[src/sv/bba_pkg.sv]
// Shared types and constants of the buddy bitmap allocator.
package bba_pkg;

    localparam int REQ_W  = 31;
    localparam int IDX_W  = 16;
    localparam int LVL_W  = 4;
    localparam int ST_W   = 3;
    localparam int OFF_W  = 31;
    localparam int MINB_W = 17;
    localparam int HDR_W  = 8;
    localparam int CFGI_W = 2;
    localparam int SIZE_W = 32;
    localparam int TOTB_W = 32;
    localparam int SZSH_W = 48;

    localparam logic [CFGI_W-1:0] REG_LEVEL_COUNT = 2'd0;
    localparam logic [CFGI_W-1:0] REG_MIN_BLOCK   = 2'd1;
    localparam logic [CFGI_W-1:0] REG_HEADER      = 2'd2;

    localparam logic [ST_W-1:0] ST_OK          = 3'd0;
    localparam logic [ST_W-1:0] ST_ZERO        = 3'd1;
    localparam logic [ST_W-1:0] ST_TOO_LARGE   = 3'd2;
    localparam logic [ST_W-1:0] ST_NO_FREE     = 3'd3;
    localparam logic [ST_W-1:0] ST_DOUBLE_FREE = 3'd4;
    localparam logic [ST_W-1:0] ST_BAD_INDEX   = 3'd5;

    localparam logic [1:0] RD_SCAN  = 2'd0;
    localparam logic [1:0] RD_IDX   = 2'd1;
    localparam logic [1:0] RD_BUDDY = 2'd2;

    localparam logic ACT_ALLOC = 1'b0;

    typedef struct packed {
        logic            load;
        logic            clr_step;
        logic            lvl_init;
        logic            lvl_step;
        logic            scan_init;
        logic            scan_next;
        logic            found;
        logic            fr_ok;
        logic            sub_step;
        logic            anc_step;
        logic            fw_step;
        logic [1:0]      rd_sel;
        logic            out_load;
        logic            out_fill;
        logic [ST_W-1:0] out_status;
    } bba_cmd_t;

    typedef struct packed {
        logic clr_done;
        logic is_free;
        logic zero_req;
        logic too_large;
        logic bad_idx;
        logic lvl_more;
        logic scan_last;
        logic rd_bit;
        logic sub_last;
        logic cur_root;
        logic out_busy;
    } bba_sts_t;

endpackage

[src/sv/bba_ctrl.sv]
// Sequencer of the buddy bitmap allocator.
module bba_ctrl
    import bba_pkg::*;
(
    input  logic     clk,
    input  logic     rst_n,
    input  logic     in_valid,
    output logic     in_stall,
    input  bba_sts_t sts,
    output bba_cmd_t cmd
);

    localparam logic [3:0] S_CLR  = 4'd0;
    localparam logic [3:0] S_IDLE = 4'd1;
    localparam logic [3:0] S_DEC  = 4'd2;
    localparam logic [3:0] S_LVL  = 4'd3;
    localparam logic [3:0] S_SCRD = 4'd4;
    localparam logic [3:0] S_SCCK = 4'd5;
    localparam logic [3:0] S_SUB  = 4'd6;
    localparam logic [3:0] S_ANC  = 4'd7;
    localparam logic [3:0] S_FRCK = 4'd8;
    localparam logic [3:0] S_FWRD = 4'd9;
    localparam logic [3:0] S_FWCK = 4'd10;
    localparam logic [3:0] S_FIN  = 4'd11;

    logic [3:0]      state_reg;
    logic [3:0]      state_next;
    logic [ST_W-1:0] st_reg;
    logic [ST_W-1:0] st_next;
    logic            fill_reg;
    logic            fill_next;

    assign in_stall = (state_reg != S_IDLE);

    always_comb
    begin
        state_next = state_reg;
        st_next    = st_reg;
        fill_next  = fill_reg;
        cmd        = '0;
        cmd.rd_sel = RD_SCAN;
        case (state_reg)
            S_CLR:
            begin
                cmd.clr_step = 1'b1;
                if (sts.clr_done)
                begin
                    state_next = S_IDLE;
                end
            end
            S_IDLE:
            begin
                if (in_valid)
                begin
                    cmd.load   = 1'b1;
                    fill_next  = 1'b0;
                    state_next = S_DEC;
                end
            end
            S_DEC:
            begin
                cmd.rd_sel = RD_IDX;
                if (sts.is_free)
                begin
                    if (sts.bad_idx)
                    begin
                        st_next    = ST_BAD_INDEX;
                        state_next = S_FIN;
                    end
                    else
                    begin
                        state_next = S_FRCK;
                    end
                end
                else if (sts.zero_req)
                begin
                    st_next    = ST_ZERO;
                    state_next = S_FIN;
                end
                else if (sts.too_large)
                begin
                    st_next    = ST_TOO_LARGE;
                    state_next = S_FIN;
                end
                else
                begin
                    cmd.lvl_init = 1'b1;
                    state_next   = S_LVL;
                end
            end
            S_LVL:
            begin
                if (sts.lvl_more)
                begin
                    cmd.lvl_step = 1'b1;
                end
                else
                begin
                    cmd.scan_init = 1'b1;
                    state_next    = S_SCRD;
                end
            end
            S_SCRD:
            begin
                state_next = S_SCCK;
            end
            S_SCCK:
            begin
                if (!sts.rd_bit)
                begin
                    cmd.found  = 1'b1;
                    state_next = S_SUB;
                end
                else if (sts.scan_last)
                begin
                    st_next    = ST_NO_FREE;
                    state_next = S_FIN;
                end
                else
                begin
                    cmd.scan_next = 1'b1;
                    state_next    = S_SCRD;
                end
            end
            S_SUB:
            begin
                cmd.sub_step = 1'b1;
                if (sts.sub_last)
                begin
                    state_next = sts.is_free ? S_FWRD : S_ANC;
                end
            end
            S_ANC:
            begin
                if (sts.cur_root)
                begin
                    st_next    = ST_OK;
                    fill_next  = 1'b1;
                    state_next = S_FIN;
                end
                else
                begin
                    cmd.anc_step = 1'b1;
                end
            end
            S_FRCK:
            begin
                if (!sts.rd_bit)
                begin
                    st_next    = ST_DOUBLE_FREE;
                    state_next = S_FIN;
                end
                else
                begin
                    cmd.fr_ok  = 1'b1;
                    state_next = S_SUB;
                end
            end
            S_FWRD:
            begin
                cmd.rd_sel = RD_BUDDY;
                if (sts.cur_root)
                begin
                    st_next    = ST_OK;
                    state_next = S_FIN;
                end
                else
                begin
                    state_next = S_FWCK;
                end
            end
            S_FWCK:
            begin
                if (sts.rd_bit)
                begin
                    st_next    = ST_OK;
                    state_next = S_FIN;
                end
                else
                begin
                    cmd.fw_step = 1'b1;
                    state_next  = S_FWRD;
                end
            end
            S_FIN:
            begin
                // hold until the result register is free
                if (!sts.out_busy)
                begin
                    cmd.out_load   = 1'b1;
                    cmd.out_fill   = fill_reg;
                    cmd.out_status = st_reg;
                    state_next     = S_IDLE;
                end
            end
            default:
            begin
                state_next = S_IDLE;
            end
        endcase
    end

    always_ff @(posedge clk or negedge rst_n)
    begin
        if (!rst_n)
        begin
            state_reg <= S_CLR;
            st_reg    <= ST_OK;
            fill_reg  <= 1'b0;
        end
        else
        begin
            state_reg <= state_next;
            st_reg    <= st_next;
            fill_reg  <= fill_next;
        end
    end

endmodule

[config.mk]
export PLATFORM = sky130hd
export DESIGN_NAME = bba_ctrl
export DESIGN_NICKNAME = d
export VERILOG_FILES = /design/src/sv/bba_pkg.sv /design/src/sv/bba_ctrl.sv
export SDC_FILE = /design/constraint.sdc
export NUM_CORES = 1
export LEC_CHECK = 0
export BUFFER_PORTS_ARGS = -buffer_cell sky130_fd_sc_hd__buf_2
export CAP_MARGIN = 20
export CORE_ASPECT_RATIO = 0.7
export CORE_UTILIZATION = 45
export CTS_CLUSTER_DIAMETER = 80
export DETAILED_ROUTE_END_ITERATION = 7
export GPL_TIMING_DRIVEN = 0
export HOLD_SLACK_MARGIN = 0.02
export PLACE_DENSITY = 0.73
export SYNTH_ARGS = -nofsm -noshare
export SYNTH_HDL_FRONTEND = slang
export SYNTH_SLANG_ARGS = --single-unit
[constraint.sdc]
create_clock -name clk -period 3.73 [get_ports clk]
set_input_delay 0.746 -clock clk [delete_from_list [all_inputs] [get_ports clk]]
set_output_delay 0.746 -clock clk [all_outputs]
set_load 0.005 [all_outputs]
==> results of run 1 <==
-- cell families (layout without fill, tap and decap cells) --
family	Yosys count	after routing	share of synthesized area [%]
buffers and inverters	13	48	7.06
muxes	6	6	7.97
DFF	8	8	20.9
and+or+nand+nor	58	58	39.3
AOI/OAI and AO/OA	31	31	24.7
-- where the power goes --
part           switching, mW  leakage [nW]  internal [mW]
registers             0.0290        0.0991          0.129
clock network         0.0252        0.0138         0.0365
logic                  0.351         0.442          0.290
-- worst min path at each step --
| stage | start | to | slack [ps] | cells past startpoint |
|---|---|---|---|---|
| 2_1_floorplan | rst_n | fill_reg$_DFFE_PN0P_ | 450 | 0 |
| 3_3_place_gp | fill_reg$_DFFE_PN0P_ | fill_reg$_DFFE_PN0P_ | 490 | 2 |
| 3_5_place_dp | fill_reg$_DFFE_PN0P_ | fill_reg$_DFFE_PN0P_ | 490 | 2 |
| 4_1_cts | rst_n | fill_reg$_DFFE_PN0P_ | 320 | 1 |
| 5_1_grt | rst_n | state_reg[0]$_DFFE_PN0P_ | 320 | 1 |
| 6_report | rst_n | state_reg[3]$_DFFE_PN0P_ | 320 | 1 |
-- cell usage after synthesis (all sizes together) (2+ instances only) --
master / count / share of area [%]
nor2: 10 / 3.9
nor2b: 5 / 3.3
o32ai: 2 / 1.8
o2bb2ai: 3 / 2.7
and3b: 2 / 1.8
nor3: 8 / 4.7
nand2b: 7 / 4.8
o22ai: 3 / 2.0
or3b: 2 / 1.8
mux2i: 2 / 2.1
inv: 4 / 1.6
nor3b: 3 / 2.4
a21oi: 7 / 3.7
buf: 9 / 5.5
and2: 6 / 3.9
nor4b: 2 / 1.8
nand2: 2 / 0.78
o21ai: 6 / 3.5
nor4: 2 / 1.3
nand3: 3 / 2.1
dfrtp: 8 / 21
nand4: 2 / 3.5
mux2: 4 / 5.9
-- cell type report --
cell class | count | area (µm²) | share of cell area [%]
plain buffers | 9 | 52.6 | 4.50
clock buffers | 3 | 22.5 | 1.93
inverters | 4 | 15.0 | 1.29
multi-input cells | 95 | 689 | 59.1
flip-flops and latches | 8 | 200 | 17.1
well taps | 22 | 27.5 | 2.36
repair buffers | 32 | 160 | 13.7
-- through the flow --
step | utilization, % | worst slack, ps | hold slack [ps] | total power [mW]
3_5_place_dp | 59.1 | 1440 | 486 | 0.789
3_3_place_gp | 59.1 | 1460 | 488 | 0.785
2_1_floorplan | - | 1730 | 450 | 0.643
6_report | 60.3 | 1180 | 323 | 0.861
5_1_grt | 60.3 | 974 | 321 | 0.941
4_1_cts | 60.3 | 1210 | 318 | 0.856
-- metal layers --
layer	wire, µm	vias to the layer above	GRT usage [%]
met5	0	-	0
met4	8	0	1.22
met3	245	2	6.45
met1	1240	479	34.9
met2	1050	54	41.8
li1	-	503	-
==> impl_results.md, run 1 <==
* Clk slew on worst S/H paths at 50 ps
* DR pass1 iterations at 6
* CP max stage cell: dfrtp_1
* Tmin final at 2550 ps
* Crit path to: cmd[12]
* Slew HR at 74.0%
* Fmax at 0.391 GHz
* Total track usage at 25.2%
* TritonCTS clock tree: built
* Full die area at 0.00232 mm²
* Die Span Y at 40.6 µm
* Max incr delay on CP at 380 ps
* Fill count at 186
* H-tree levels at 1
* Syn Inst Count at 116
* Port bufs at 32
* CP top delay family: simple AND/OR/NAND/NOR gates
* Cell depth of the worst setup path at 5
* Fin Setup TNS at 0 ps
* Syn Nets at 130
* Final hold viol count at 0
* Final Cell Area at 0.00117 mm²
* Initial DRC Count at 66
* Max Buffers Root-to-Sink at 2
* Pwr per Cell Area at 737 mW/mm²
* Synth unique cells at 46
* Synth Cell Area at 957 µm²
* RSZ-0062 raised after global routing: false
* Critical Path End Type: output port
* Commonest cells after routing, fill and taps aside: buf_2 (38), nor2_1 (10), dfrtp_1 (8)
* RR Endpoint: st_reg[2]$_DFFE_PN0P_
* Critical Path Most Common Cell: buf_2
* Pin count of the biggest net entering global routing at 11
* Setup crit start kind: flip-flop
* Worst EP required at 2980 ps
* Finished Layout Cells at 173
* Flops & latches, synth at 8
* Post-cts resize count at 0
* Num ports at 33
* Reg2reg setup slack at 2090 ps
* First-pass GRT wire length at 4350 µm
* Gr ovfl total at 0
* Dpl cell area at 0.00114 mm²
* Yosys warns at 0
* Leakage dissipation at 0.555 nW
* Inserted Clock Buffers at 3
* Drt total wl at 2540 µm
* Gpl congestion at 0.874
* Nets at 167
* Worst path cell trace: buf_2 > nor2b_1 > nand3_1 > nor3b_1 > buf_2
* Reg2Reg Launch Point: state_reg[1]$_DFFE_PN0P_
* DP Cell Count at 170
* Max Cap Viol at 0
* Initial Util at 49.5%
* TritonCTS Sinks at 8
* Share of cells above drive strength 1 at 38.4%
* Main synth FF type: dfrtp_1
* DRC at 8
* Worst Reg-to-Reg Cells at 5
* Vias in the first global route at 930
* ANT nets after route at 0
* Finish-stage setup viols at 0
* Synth-to-Final Area Change at 22.0%
* EDFF count, synth at 0
* Post-synthesis sequential area ratio at 20.9%
* CTS root buffer: clkbuf_4
* Vias at 1038
* Vias/cell at 6.00
* Hold Buf Count CTS at 0
* Placeable core area at 0.00194 mm²
* Die X-Extent at 57.1 µm
* Max FFs per register at 4
* Tightest Pin Transition at 387 ps
* Max Slew Vio Count at 0
* CP Buf/Inv Count at 2
* Clk_lat worst skew at 250 ps
* Most common cell after layout, fill and taps aside: buf_2
* Post-CTS Repair Setup Buffers at 0
* Share of flip-flops with an asynchronous set or reset at 100%
* Synthesized area per cell at 8.25 µm²
* Failing checks: design-rule violations
* Std cell rows at 13
* Status: finished with violations
* CP Data Arrival Time at 1810 ps
* Crit share post-route at 68.5%
* Hpwl dp at 2020 µm
* Critical path peak fanout at 10
* CP startpoint: state_reg[0]$_DFFE_PN0P_
* CP Class: reg2out
* Clock skew at 6.02 ps
* Peak VDD IR at 258 µV
* Hold WC Path Type: in2async
* Antenna diode instance count at 0
* Initial antenna violation count at 0
* DR WL/cell at 14.7 µm
Power figures use the tool's default switching activity.
==> run 2, diff against run 1 <==
==> constraint.sdc (replaced) <==
create_clock -name clk -period 2.5 [get_ports clk]
set_input_delay 0.5 -clock clk [delete_from_list [all_inputs] [get_ports clk]]
set_output_delay 0.5 -clock clk [all_outputs]
set_load 0.005 [all_outputs]
==> run 2 against run 1 <==
Net effect:
- the flow still finishes with violations (design-rule violations)
- register-to-register slack got worse by 1300 ps
- total power increased by 50%
- clock power rose by 48%
- critical path depth rose by 1
- utilization is 0.13 points higher
- setup slack worse by 950 ps
- global-route usage unchanged
- worst hold slack got worse by 240 ps
- die area unchanged
- largest power group unchanged
==> impl_results.md, run 2 (same netlist as run 1, synthesis figures left out) <==
* Final hold viol count at 0
* Antenna diode instance count at 0
* Total track usage at 25.2%
* Slew HR at 73.8%
* Initial antenna violation count at 0
* Fill count at 185
* Tightest Pin Transition at 389 ps
* Hpwl dp at 2020 µm
* Most common cell after layout, fill and taps aside: buf_2
* Power share of the combinational group at 74.7%
* Clk slew on worst S/H paths at 50 ps
* Critical path peak fanout at 10
* TritonCTS clock tree: built
* Gpl congestion at 0.874
* Commonest cells after routing, fill and taps aside: buf_2 (38), nor2_1 (10), dfrtp_1 (8)
* Leakage dissipation at 0.556 nW
* Max Cap Viol at 0
* Share of cells above drive strength 1 at 39.1%
* Hold Buf Count CTS at 0
* Peak VDD IR at 385 µV
* Setup crit start kind: flip-flop
* Num ports at 33
* CP Data Arrival Time at 1780 ps
* Critical Path End Type: output port
* Max FFs per register at 4
* Synth-to-Final Area Change at 22.2%
* Worst path cell trace: buf_2 > buf_4 > nand2_1 > nor3_2 > and2_1 > buf_2
* RR Endpoint: st_reg[2]$_DFFE_PN0P_
* Vias/cell at 6.16
* Std cell rows at 13
* CTS root buffer: clkbuf_4
* Pin count of the biggest net entering global routing at 11
* TritonCTS Sinks at 8
* Internal power at 681 µW
* Die Span Y at 40.6 µm
* RSZ-0062 raised after global routing: false
* DRC at 8
* Pwr Total at 1.29 mW
* Port bufs at 32
* H-tree levels at 1
* Vias at 1065
* Crit share post-route at 91.1%
* Critical Path Most Common Cell: buf_2
* Tmin final at 2280 ps
* Nets at 167
* Die X-Extent at 57.1 µm
* ANT nets after route at 0
* CP Class: reg2out
* Reg2reg setup slack at 840 ps
* DR pass1 iterations at 6
* Placeable core area at 0.00194 mm²
* Failing checks: design-rule violations
* Max Buffers Root-to-Sink at 2
* Vias in the first global route at 930
* Fin Setup TNS at 0 ps
* CP Buf/Inv Count at 3
* CP max stage cell: dfrtp_1
* Status: finished with violations
* Reg power frac at 18.2%
* Clock skew at 6.04 ps
* CP top delay family: simple AND/OR/NAND/NOR gates
* Worst Reg-to-Reg Cells at 5
* Max incr delay on CP at 380 ps
* Clk_lat worst skew at 250 ps
* Gr ovfl total at 0
* Initial Util at 49.5%
* Post-CTS Repair Setup Buffers at 0
* Drt total wl at 2550 µm
* Full die area at 0.00232 mm²
* Switching Power at 611 µW
* First-pass GRT wire length at 4350 µm
* Inserted Clock Buffers at 3
* Fin Hold WS at 78.1 ps
* Clk pwr share at 7.1%
* Finish-stage setup viols at 0
* Post-cts resize count at 0
* Switching portion of total power at 47.3%
* DR WL/cell at 14.7 µm
* Hold WC Path Type: in2async
* Worst EP required at 2000 ps
* Max Slew Vio Count at 0
* Initial DRC Count at 78
* Pwr per Cell Area at 1100 mW/mm²
* Fmax at 0.439 GHz
* Reg2Reg Launch Point: state_reg[1]$_DFFE_PN0P_
[run 2: cell counts in the layout (fill, tap and decap cells not counted)]
Identical to the previous run, type by type.
[run 2: worst reg2reg max path: stages (launching register included)]
cell	delay, ps
dfrtp_1	430
buf_4	200
a21bo_2	230
mux2i_1	240
o32ai_1	150
mux2_4	280
[run 2: final cells by class]
class	count	area (µm²)	share of cell area [%]
Buffer	9	52.6	4.49
Clock buffer	3	22.5	1.93
Inverter	4	15.0	1.28
Multi-Input combinational cell	95	692	59.1
Sequential cell	8	200	17.1
Tap cell	22	27.5	2.35
Timing Repair Buffer	32	160	13.7
[run 2: stage by stage]
stage          instances  instance area (µm²)  util [%]  worst slack [ps]
6_report             173                 1170      60.4               222
4_1_cts              173                 1170      60.3               227
5_1_grt              173                 1170      60.4              49.7
2_1_floorplan        116                  957         -               820
3_3_place_gp         170                 1140      59.1               543
3_5_place_dp         170                 1140      59.1               497
[run 2: metal layers]
layer	GRT usage (%)	share of wire (%)
met5	0	0
met3	6.45	11
met4	1.22	0.31
met1	34.9	47
met2	41.8	42
[run 2: how the worst max path moves through the flow]
stage               cells past startpoint  endpoint                startpoint
global placement                        6    cmd[0]  state_reg[0]$_DFFE_PN0P_
detailed placement                      6    cmd[0]  state_reg[0]$_DFFE_PN0P_
finish                                  6    cmd[3]  state_reg[0]$_DFFE_PN0P_
floorplan                               5    cmd[0]  state_reg[0]$_DFFE_PN0P_
global route                            6    cmd[2]  state_reg[0]$_DFFE_PN0P_
CTS                                     6    cmd[1]  state_reg[0]$_DFFE_PN0P_
[run 2: power by group through the flow]
stage | Combinational, mW | Sequential, mW | Clock, mW
2_1_floorplan | 0.741 | 0.219 | 0
3_3_place_gp | 0.938 | 0.233 | 0
3_5_place_dp | 0.943 | 0.235 | 0
4_1_cts | 0.947 | 0.233 | 0.0972
5_1_grt | 1.06 | 0.243 | 0.104
6_report | 0.965 | 0.235 | 0.0915
